[src/rtl/msd_pkg.sv]
// Package for the multi-axis step distributor: commands, states, beat and lane types.
package msd_pkg;

  localparam int NUM_AXES_DEF     = 4;
  localparam int MAX_SUBSTEPS_DEF = 16;
  localparam int RESULT_CAP       = 16;
  localparam int AXIS_FIELD_W     = 6;
  localparam int STEPS_W          = 24;
  localparam int ACC_W            = 27;
  localparam int POS_W            = 32;

  typedef enum logic [2:0] {
    CMD_START = 3'd0,
    CMD_DELTA = 3'd1,
    CMD_TICK  = 3'd2,
    CMD_READ  = 3'd3,
    CMD_ZERO  = 3'd4
  } msd_cmd_t;

  typedef enum logic {
    ST_IDLE,
    ST_RUN
  } msd_state_t;

  typedef struct packed {
    logic [2:0]              cmd;
    logic [STEPS_W-1:0]      segment_steps;
    logic [AXIS_FIELD_W-1:0] direction_bits;
    logic [2:0]              axis_select;
    logic [STEPS_W-1:0]      axis_steps;
    logic [4:0]              substeps;
  } msd_in_t;

  typedef struct packed {
    logic [AXIS_FIELD_W-1:0] step_mask;
    logic [AXIS_FIELD_W-1:0] dir_mask;
    logic                    last;
    logic                    segment_done;
    logic signed [POS_W-1:0] axis_position;
  } msd_out_t;

  // Per-lane control from the sequencer
  typedef struct packed {
    logic               start;
    logic               load_delta;
    logic               step_en;
    logic               zero_pos;
    logic               dir;
    logic [STEPS_W-1:0] segment_steps;
    logic [STEPS_W-1:0] axis_steps;
    logic [STEPS_W-1:0] total;
  } msd_lane_ctrl_t;

endpackage

[src/rtl/msd_axis_lane.sv]
// One axis: doubled delta, saturating error accumulator and position counter.
module msd_axis_lane (
  input  logic                          clk,
  input  logic                          rst,
  input  msd_pkg::msd_lane_ctrl_t       ctrl,
  output logic                          step,
  output logic [msd_pkg::POS_W-1:0]     position
);
  import msd_pkg::*;

  logic [STEPS_W:0]         delta;
  logic signed [ACC_W-1:0]  acc;
  logic signed [ACC_W:0]    sum;
  logic signed [ACC_W-1:0]  sat;
  logic signed [ACC_W-1:0]  acc_next;

  always_comb begin
    sum = {acc[ACC_W-1], acc} + $signed({3'b000, delta});
    if (sum[ACC_W] != sum[ACC_W-1]) begin
      sat = sum[ACC_W] ? {1'b1, {(ACC_W-1){1'b0}}} : {1'b0, {(ACC_W-1){1'b1}}};
    end else begin
      sat = sum[ACC_W-1:0];
    end
    step = !sat[ACC_W-1];
    // stepping pulls the accumulator back by twice the segment total
    acc_next = step ? sat - $signed({2'b00, ctrl.total, 1'b0}) : sat;
  end

  always_ff @(posedge clk) begin
    if (rst) begin
      delta    <= '0;
      acc      <= '0;
      position <= '0;
    end else begin
      if (ctrl.load_delta) begin
        delta <= {ctrl.axis_steps, 1'b0};
      end
      if (ctrl.start) begin
        acc <= $signed(ACC_W'(0) - {3'b000, ctrl.segment_steps});
      end else if (ctrl.step_en) begin
        acc <= acc_next;
      end
      if (ctrl.zero_pos) begin
        position <= '0;
      end else if (ctrl.step_en && step) begin
        position <= position + (ctrl.dir ? POS_W'(1) : {POS_W{1'b1}});
      end
    end
  end

endmodule

[src/rtl/multi_axis_step_distributor_unit.sv]
// Top level: command decode, substep sequencer and axis lanes.
//
// Usage: commands arrive as beats on the in channel (valid/stall) and results
// leave on the out channel (valid/stall), both held stable while stalled.
// Start segment, set axis delta and zero positions give no beat. Read position
// gives one beat in the cycle after acceptance. A tick runs min(pending steps,
// substeps) substeps, zero substeps counting as one and capped at SUB_CAP, one
// per cycle while the output is not stalled, all axes updated in parallel by
// the lanes, giving one beat per substep; the first beat passes the state
// register, then the output register. A tick with nothing pending gives no
// beat. The substep sequencer is the limit: the block takes no new beat while
// a tick runs, or while a finished beat sits stalled in the output register.
// When the receiver stalls, the sequencer holds and resumes when the output
// register is taken. Synchronous reset clears segment state, deltas,
// accumulators and positions; the block is ready on the next cycle.
module multi_axis_step_distributor_unit #(
  parameter int NUM_AXES     = msd_pkg::NUM_AXES_DEF,
  parameter int MAX_SUBSTEPS = msd_pkg::MAX_SUBSTEPS_DEF
) (
  input  logic              clk,
  input  logic              rst,
  input  logic              in_valid,
  output logic              in_stall,
  input  msd_pkg::msd_in_t  in_beat,
  output logic              out_valid,
  input  logic              out_stall,
  output msd_pkg::msd_out_t out_beat
);
  import msd_pkg::*;

  localparam int SUB_CAP = (MAX_SUBSTEPS < RESULT_CAP) ? MAX_SUBSTEPS : RESULT_CAP;
  localparam int CNT_W   = $clog2(SUB_CAP + 1);
  localparam logic [AXIS_FIELD_W-1:0] DIR_MASK =
    AXIS_FIELD_W'((7'd1 << NUM_AXES) - 7'd1);

  msd_state_t state, state_next;

  logic [STEPS_W-1:0]      total;
  logic [STEPS_W-1:0]      taken;
  logic                    active;
  logic [AXIS_FIELD_W-1:0] dir_reg;
  logic [CNT_W-1:0]        count;

  logic                    out_free;
  logic                    accept;
  logic                    has_pending;
  logic [STEPS_W-1:0]      pending;
  logic [4:0]              sub_eff;
  logic [4:0]              n_val;
  logic                    step_go;
  logic [STEPS_W-1:0]      taken_inc;
  logic                    done;
  logic                    last_sub;

  msd_lane_ctrl_t          lane_ctrl [NUM_AXES];
  logic [NUM_AXES-1:0]     lane_step;
  logic [POS_W-1:0]        lane_pos [NUM_AXES];
  logic [AXIS_FIELD_W-1:0] mask_all;
  logic [POS_W-1:0]        pos_sel;

  assign out_free    = !out_valid || !out_stall;
  assign in_stall    = (state != ST_IDLE) || !out_free;
  assign accept      = in_valid && !in_stall;
  assign pending     = total - taken;
  assign has_pending = active && (taken < total);
  assign taken_inc   = taken + STEPS_W'(1);
  assign done        = (taken_inc == total);
  assign last_sub    = (count == CNT_W'(1));

  always_comb begin
    if (in_beat.substeps == 5'd0) begin
      sub_eff = 5'd1;
    end else if (in_beat.substeps > 5'(SUB_CAP)) begin
      sub_eff = 5'(SUB_CAP);
    end else begin
      sub_eff = in_beat.substeps;
    end
    n_val = (pending < {19'd0, sub_eff}) ? pending[4:0] : sub_eff;
  end

  // next state
  always_comb begin
    state_next = state;
    unique case (state)
      ST_IDLE: begin
        if (accept && in_beat.cmd == CMD_TICK && has_pending) begin
          state_next = ST_RUN;
        end
      end
      ST_RUN: begin
        if (step_go && (last_sub || done)) begin
          state_next = ST_IDLE;
        end
      end
      default: state_next = ST_IDLE;
    endcase
  end

  // sequencer outputs
  always_comb begin
    step_go = 1'b0;
    unique case (state)
      ST_IDLE: step_go = 1'b0;
      ST_RUN:  step_go = out_free;
      default: step_go = 1'b0;
    endcase
    for (int i = 0; i < NUM_AXES; i++) begin
      lane_ctrl[i].start         = accept && (in_beat.cmd == CMD_START);
      lane_ctrl[i].load_delta    = accept && (in_beat.cmd == CMD_DELTA) &&
                                   (in_beat.axis_select == 3'(i));
      lane_ctrl[i].step_en       = step_go;
      lane_ctrl[i].zero_pos      = accept && (in_beat.cmd == CMD_ZERO);
      lane_ctrl[i].dir           = dir_reg[i];
      lane_ctrl[i].segment_steps = in_beat.segment_steps;
      lane_ctrl[i].axis_steps    = in_beat.axis_steps;
      lane_ctrl[i].total         = total;
    end
  end

  always_comb begin
    mask_all = '0;
    pos_sel  = '0;
    for (int i = 0; i < NUM_AXES; i++) begin
      mask_all[i] = lane_step[i];
      if (in_beat.axis_select == 3'(i)) begin
        pos_sel = lane_pos[i];
      end
    end
  end

  for (genvar g = 0; g < NUM_AXES; g++) begin : g_lane
    msd_axis_lane u_lane (
      .clk      (clk),
      .rst      (rst),
      .ctrl     (lane_ctrl[g]),
      .step     (lane_step[g]),
      .position (lane_pos[g])
    );
  end

  always_ff @(posedge clk) begin
    if (rst) begin
      state     <= ST_IDLE;
      total     <= '0;
      taken     <= '0;
      active    <= 1'b0;
      dir_reg   <= '0;
      count     <= '0;
      out_valid <= 1'b0;
    end else begin
      state <= state_next;
      if (accept && in_beat.cmd == CMD_START) begin
        total   <= in_beat.segment_steps;
        taken   <= '0;
        active  <= 1'b1;
        dir_reg <= in_beat.direction_bits & DIR_MASK;
      end
      if (accept && in_beat.cmd == CMD_TICK) begin
        count <= CNT_W'(n_val);
      end
      if (step_go) begin
        count <= count - CNT_W'(1);
        taken <= taken_inc;
        if (done) begin
          active <= 1'b0;
        end
      end
      if (step_go || (accept && in_beat.cmd == CMD_READ)) begin
        out_valid <= 1'b1;
      end else if (!out_stall) begin
        out_valid <= 1'b0;
      end
    end
  end

  always_ff @(posedge clk) begin
    if (step_go) begin
      out_beat.step_mask     <= mask_all;
      out_beat.dir_mask      <= dir_reg;
      out_beat.last          <= last_sub || done;
      out_beat.segment_done  <= done;
      out_beat.axis_position <= '0;
    end else if (accept && in_beat.cmd == CMD_READ) begin
      out_beat.step_mask     <= '0;
      out_beat.dir_mask      <= dir_reg;
      out_beat.last          <= 1'b1;
      out_beat.segment_done  <= !active;
      out_beat.axis_position <= $signed(pos_sel);
    end
  end

endmodule

[config.mk]
export PLATFORM = sky130hd
export DESIGN_NAME = multi_axis_step_distributor_unit
export DESIGN_NICKNAME = d
export VERILOG_FILES = /design/src/rtl/msd_pkg.sv /design/src/rtl/msd_axis_lane.sv /design/src/rtl/multi_axis_step_distributor_unit.sv
export SDC_FILE = /design/constraint.sdc
export NUM_CORES = 2
export LEC_CHECK = 0
export BUFFER_PORTS_ARGS = -buffer_cell sky130_fd_sc_hd__buf_2
export CAP_MARGIN = 25
export CORE_ASPECT_RATIO = 1.4
export CORE_MARGIN = 5
export CORE_UTILIZATION = 55
export CTS_CLUSTER_SIZE = 24
export DETAILED_ROUTE_END_ITERATION = 12
export HOLD_SLACK_MARGIN = 0.08
export PLACE_DENSITY = 0.72
export RECOVER_POWER = 100
export SLEW_MARGIN = 20
export SYNTH_ARGS = -nofsm -noshare
export SYNTH_HDL_FRONTEND = slang
export SYNTH_SLANG_ARGS = --single-unit
[constraint.sdc]
create_clock -name clk -period 13.3 [get_ports clk]
set_input_delay 2.66 -clock clk [delete_from_list [all_inputs] [get_ports clk]]
set_output_delay 2.66 -clock clk [all_outputs]
set_load 0.05 [all_outputs]
# Word level (Yosys, flattened, before mapping)
# Index checks and enable logic that the tools add are counted.
[word_totals] ff_bits=434 input_bits=69 output_inout_bits=48 word_cells=141
[op_classes] addsub=16 magnitude_cmp=3 n_eq_ne=14 muxes=46 n_bitwise=1 n_reduce_logical=37
[ops] cell="two-way mux 27 bit" count=20
[ops] cell="two-way mux 32 bit" count=8
[ops] cell="adder 32 bit" count=4
[ops] cell="adder 27 x 26 -> 28 bit" count=4
[ops] cell="subtractor 27 x 26 -> 27 bit" count=4
[ops] cell="two-way mux 44 bit" count=2
[ops] cell="two-way mux 24 bit" count=2
[ops] cell="two-way mux 5 bit" count=5
[ops] cell="subtractor 1 x 24 -> 25 bit, first input constant" count=1
[ops] cell="adder 24 x 1 -> 24 bit, second input constant" count=1
[ops] cell="equality test 24 bit" count=1
[ops] cell="less-than comparator 24 bit" count=1
[ops] cell="less-than comparator 24 x 5 -> 1 bit" count=1
[ops] cell="subtractor 24 bit" count=1
[ops] cell="logical AND 1 bit" count=17
[ops] cell="equality test 3 x 2 -> 1 bit, second input constant" count=4
[ops] cell="zero test 1 bit" count=9
[ops] cell="two-way mux 1 bit" count=7
[ops] cell="equality test 3 x 1 -> 1 bit, second input constant" count=2
[ops] cell="zero test 3 bit" count=2
[ops] cell="nonzero test 2 bit" count=3
[ops] cell="equality test 5 x 1 -> 1 bit, second input constant" count=1
[ops] cell="greater-than comparator 5 bit, second input constant" count=1
[ops] cell="zero test 5 bit" count=1
[ops] cell="other kinds (8)" count=15

# Depth between registers and ports, before layout
[logic_depth] ltp_word=10 ltp_mapped=28 mapped_depth_nobuf=27

# Hierarchy
# A second synthesis with hierarchy kept.
[hier_totals] cells_unflattened=4991 area_unflattened_um2=38745.9
[modules_own_cells] module="msd_axis_lane (g_lane[1].u_lane ...)" n_inst=2 cells_each=1025 area_per_inst_um2=7937.6 seq_area_each_um2=1641.6
[modules_own_cells] module="msd_axis_lane (g_lane[0].u_lane)" n_inst=1 cells_each=1033 area_per_inst_um2=7890.1 seq_area_each_um2=1641.6
[modules_own_cells] module="msd_axis_lane (g_lane[3].u_lane)" n_inst=1 cells_each=1009 area_per_inst_um2=7753.7 seq_area_each_um2=1641.6
[modules_own_cells] module="multi_axis_step_distributor_unit" n_inst=1 cells_each=899 area_per_inst_um2=7226.9 seq_area_each_um2=2142.1

# Worst setup path after synthesis
# No wires, ideal clock.
[synth_path] path_kind="input to output" start="input port out_stall" end="output port in_stall" t_arrival_ps=3142 t_required_ps=10640 setup_slack_ps=7498 cell_stages=2 path_buffers=0 path_cell_list="a21oi_1 -> inv_1"
[synth_via] elab_chain_len=4
[synth_rtl] element="start, declared" line_no="multi_axis_step_distributor_unit.sv:26" text="input logic out_stall,"
[synth_rtl] element="zero test 1 bit"
[synth_rtl] element="logical OR 1 bit" line_no="multi_axis_step_distributor_unit.sv:61" text="assign out_free = !out_valid || !out_stall;"
[synth_rtl] element="zero test 1 bit" line_no="multi_axis_step_distributor_unit.sv:62" text="assign in_stall = (state != ST_IDLE) || !out_free;"
[synth_rtl] element="logical OR 1 bit" line_no="multi_axis_step_distributor_unit.sv:62"
[synth_rtl] element="end, declared" line_no="multi_axis_step_distributor_unit.sv:23" text="output logic in_stall,"
# No other way between the ends.

# Final worst setup path
[layout_path] start="input port out_stall" end="register g_lane[1].u_lane.acc[18]"
[layout_via] elab_chain_len=8 elab_cells_between_ends=10 classes_between="mux: 2; reduce/logical: 8"
[layout_rtl] element="zero test 1 bit (*)"
[layout_rtl] element="logical OR 1 bit (*)" line_no="multi_axis_step_distributor_unit.sv:61"
[layout_rtl] element="zero test 1 bit" line_no="multi_axis_step_distributor_unit.sv:62"
[layout_rtl] element="logical OR 1 bit" line_no="multi_axis_step_distributor_unit.sv:62"
[layout_rtl] element="zero test 1 bit" line_no="multi_axis_step_distributor_unit.sv:63" text="assign accept = in_valid && !in_stall;"
[layout_rtl] element="logical AND 1 bit" line_no="multi_axis_step_distributor_unit.sv:63"
[layout_rtl] element="logical AND 1 bit" line_no="multi_axis_step_distributor_unit.sv:108" text="lane_ctrl[i].start = accept && (in_beat.cmd == CMD_START);"
[layout_rtl] element="two-way mux 27 bit or nonzero test 2 bit (tied branches)"
[layout_rtl] element="end signal, assigned" line_no="msd_axis_lane.sv:39" text="acc <= $signed(ACC_W'(0) - {3'b000, ctrl.segment_steps});"
[layout_rtl] element="end signal, assigned" line_no="msd_axis_lane.sv:41" text="acc <= acc_next;"
[layout_rtl] element="end, declared" line_no="msd_axis_lane.sv:12" text="logic signed [ACC_W-1:0] acc;"
# Every way passes the cells marked *; elsewhere a longest branch is shown, timed or not.
# A chain may end at the register's enable or synchronous reset.

==> summary.txt <==
outcome - complete, but fails checks
failing checks - max-capacitance violations, max-slew violations
Yosys Warn Count - 0
Post-synth EDFFs - 10
FF/Latch Area - 8710 um2
Setup crit start kind - input port
Syn Area/Cell - 7.48 um2
final period utilization - 71.1%
Lkg Pwr - 16.3 nW
reg2reg path depth - 25
Largest register FFs - 128
Syn-to-layout area delta - 7.23%
Synth cell types - 105
gr ovfl total - 0
Req. time, crit path - 13.62 ns
CTS tree - yes
Rows - 110
fmax - 106 MHz
First DRT Iteration DRCs - 2423
CTS H-tree lvls - 2
top_reg_cell synth - dfxtp_1
Synth Register Bits - 430
clock skew - 0.0269 ns
GPL Wtd Cong - 0.973
Flop pwr share - 36.4%
Avg WL per Cell - 20.1 um
Slew HR - -160%
Post-Syn Instances - 4729
CTS Sinks - 430
Finish-stage setup viols - 0
Tot GR Track Use - 30.9%
post-cts resize count - 0
Reg2Reg Launch Point - g_lane[0].u_lane.acc[1]
area leader, netlist - dfxtp_1
Critical Path Source - out_stall
number of global-route vias before repair - 33100
final cell count without fillers - 5601
Port Buffers - 110
first-pass GRT wire length - 174000 um
Clk Latency, worst-skew pair - 0.60 ns
top-area cell type share of the netlist area - 23.8%
fill count - 6152
Worst-path clk slew - 0.07 ns
internal power - 2.51 mW
final wirelength - 113000 um
Final HPWL DP - 85100 um
flop-to-flop setup slack - 4.38 ns
die area - 69600 um2
dpl ws - 6.21 ns
maxcap violations - 16
post-CTS setup buffers - 0
Vert. Die Dim - 310 um
Pre-antenna DRT Iters - 6
Core Area - 64000 um2
Worst Setup Path Type - in -> reg
Final Hold Fails - 0
clock share of power - 37.5%
Worst-Margin Slew - 3.90 ns
largest net degree at the start of global routing - 75
drt via density - 6.19
DRT antenna net count - 0
RSZ-0062 raised after global routing - no
Reg with most FFs - g_lane.u_lane.position
hold bufs inserted after CTS - 0
register area share after synthesis - 24.6%
VDD IR max - 0.101 mV
Min-Delay Path Depth - 2
number of buffers created by CTS - 47
initial antenna violation count - 7
Power Dens Cells - 97.1 nW/um2
share of layout cells above drive strength 1 - 5.61%
hold_ws - 0.459 ns
HP Start - g_lane[0].u_lane.delta[13]
Via Count - 34600
Critical Path AT - 9.77 ns
DR DRC count - 0
biggest regs - g_lane.u_lane.position x128, g_lane.u_lane.acc x104, g_lane.u_lane.delta x96
Boundary Pins - 117
CP endpoint kind - flop
Tightest Hold Check Type - reg -> reg
Max Buffers Root-to-Sink - 3
largest cells by area after synthesis - dfxtp_1 24%, ha_1 12%, a21oi_1 8.2%
Syn Std Cell Area - 35400 um2
multi-input logic area - 25200 um2
Slew Viols, Final - 726
clock root buffer - clkbuf_16
nets - 5148
Initial Util - 55.3%
min cycle time layout - 9.46 ns
Cell Count Post-Placement - 5509
final setup margin - 3.84 ns
post-synthesis async set-or-reset flop share - 0%
Sw Ratio - 31.9%
switching power - 1.18 mW
combinational power share - 26.0%
Die Wd - 224 um
Max FO, Critical Path - 53
Fin Setup TNS - 0 ns
-- routing by layer --
layer  GRT usage [%]  up-vias  share of wire [%]
li1                -    17000                  -
met1            34.9    16200                 39
met2            54.6     1092                 48
met3            3.79      350                5.3
met4            20.9        4                8.1
met5               0        -              0.023
-- synth_stat cells, types with 18 or more instances --
master / count
o221ai_1: 45
inv_1: 149
a31oi_1: 52
a221oi_1: 19
and3_1: 27
nand2_1: 726
nor2b_1: 36
nor2_1: 393
buf_2: 20
a211oi_1: 81
o21bai_1: 55
o211ai_1: 27
nand4_1: 30
a21o_1: 157
nor4_1: 23
o21a_1: 57
dfxtp_1: 420
o31ai_1: 19
nand3_1: 115
nor3_1: 102
xor2_1: 119
ha_1: 344
and2_1: 21
nand2b_1: 48
mux2_2: 35
a211o_1: 18
o21ai_0: 278
clkbuf_1: 173
a21oi_1: 577
or3_1: 28
xnor2_1: 232
-- path summary, 6_finish.rpt --
path,endpoint
setup / recovery,g_lane[1].u_lane.acc[18]
hold reg to reg,g_lane[0].u_lane.delta[13]
setup reg to reg,g_lane[0].u_lane.acc[22]
hold / removal,g_lane[0].u_lane.delta[13]
-- area by class of cell --
cell class | instances | area share (%)
Antenna cell | 5 | 0.0330
Tap cell | 840 | 2.77
Sequential cell | 430 | 22.9
Timing Repair Buffer | 157 | 2.11
Clock buffer | 67 | 3.59
Inverter | 151 | 1.49
Clock inverter | 16 | 0.567
Multi-Input combinational cell | 3935 | 66.5
-- cell families (layout without fill, tap and decap cells) --
family	after synthesis	in the layout	share of synthesized area, %
AOI/OAI and AO/OA	1552	1552	27.7
and+or+nand+nor	1628	1628	20.7
xor gates and xnor gates	352	352	8.73
DFF	430	430	24.6
muxes	41	41	1.28
other	1	9	0.0106
buffers and inverters	367	391	4.08
adders and majority gates	358	358	12.9
-- critical path, cell delays in order --
cell,delay (ns)
clkbuf_1,0.11
a21oi_1,0.15
nand2_1,0.19
nor2_1,0.14
nand2_4,0.10
clkbuf_1,2.13
nand2_1,1.64
clkbuf_1,1.37
o21ai_0,0.78
nor4_1,0.09
nor2_1,0.21
o41ai_1,0.09
-- cells in the final DEF (no fill, tap or decap), types with 48 or more instances in the layout --
master,n
nand2_1,724
a21oi_1,578
dfxtp_1,420
nor2_1,394
ha_1,344
o21ai_0,281
xnor2_1,232
a21o_1,157
inv_1,151
xor2_1,119
nand3_1,114
nor3_1,101
a211oi_1,81
clkbuf_1,73
buf_2,63
o21a_1,57
o21bai_1,55
a31oi_1,52
nand2b_1,48
clkbuf_16,48
-- power groups by stage --
stage / clock network [mW] / registers [mW] / logic, mW
global route: 1.45 / 1.34 / 1.06
global placement: 0 / 1.37 / 0.943
detailed placement: 0 / 1.37 / 0.948
floorplan: 0 / 1.41 / 0.700
finish: 1.38 / 1.34 / 0.960
CTS: 1.41 / 1.34 / 0.955
-- per-stage QoR --
stage | total power, mW | cell area (um2) | utilization (%)
3_3_place_gp | 2.31 | 36500 | 57.1
5_1_grt | 3.85 | 37900 | 59.3
4_1_cts | 3.70 | 38100 | 59.5
6_report | 3.69 | 37900 | 59.3
2_1_floorplan | 2.11 | 35400 | -
3_5_place_dp | 2.32 | 36500 | 57.1
No activity file was read; power rests on OpenSTA's default activity.
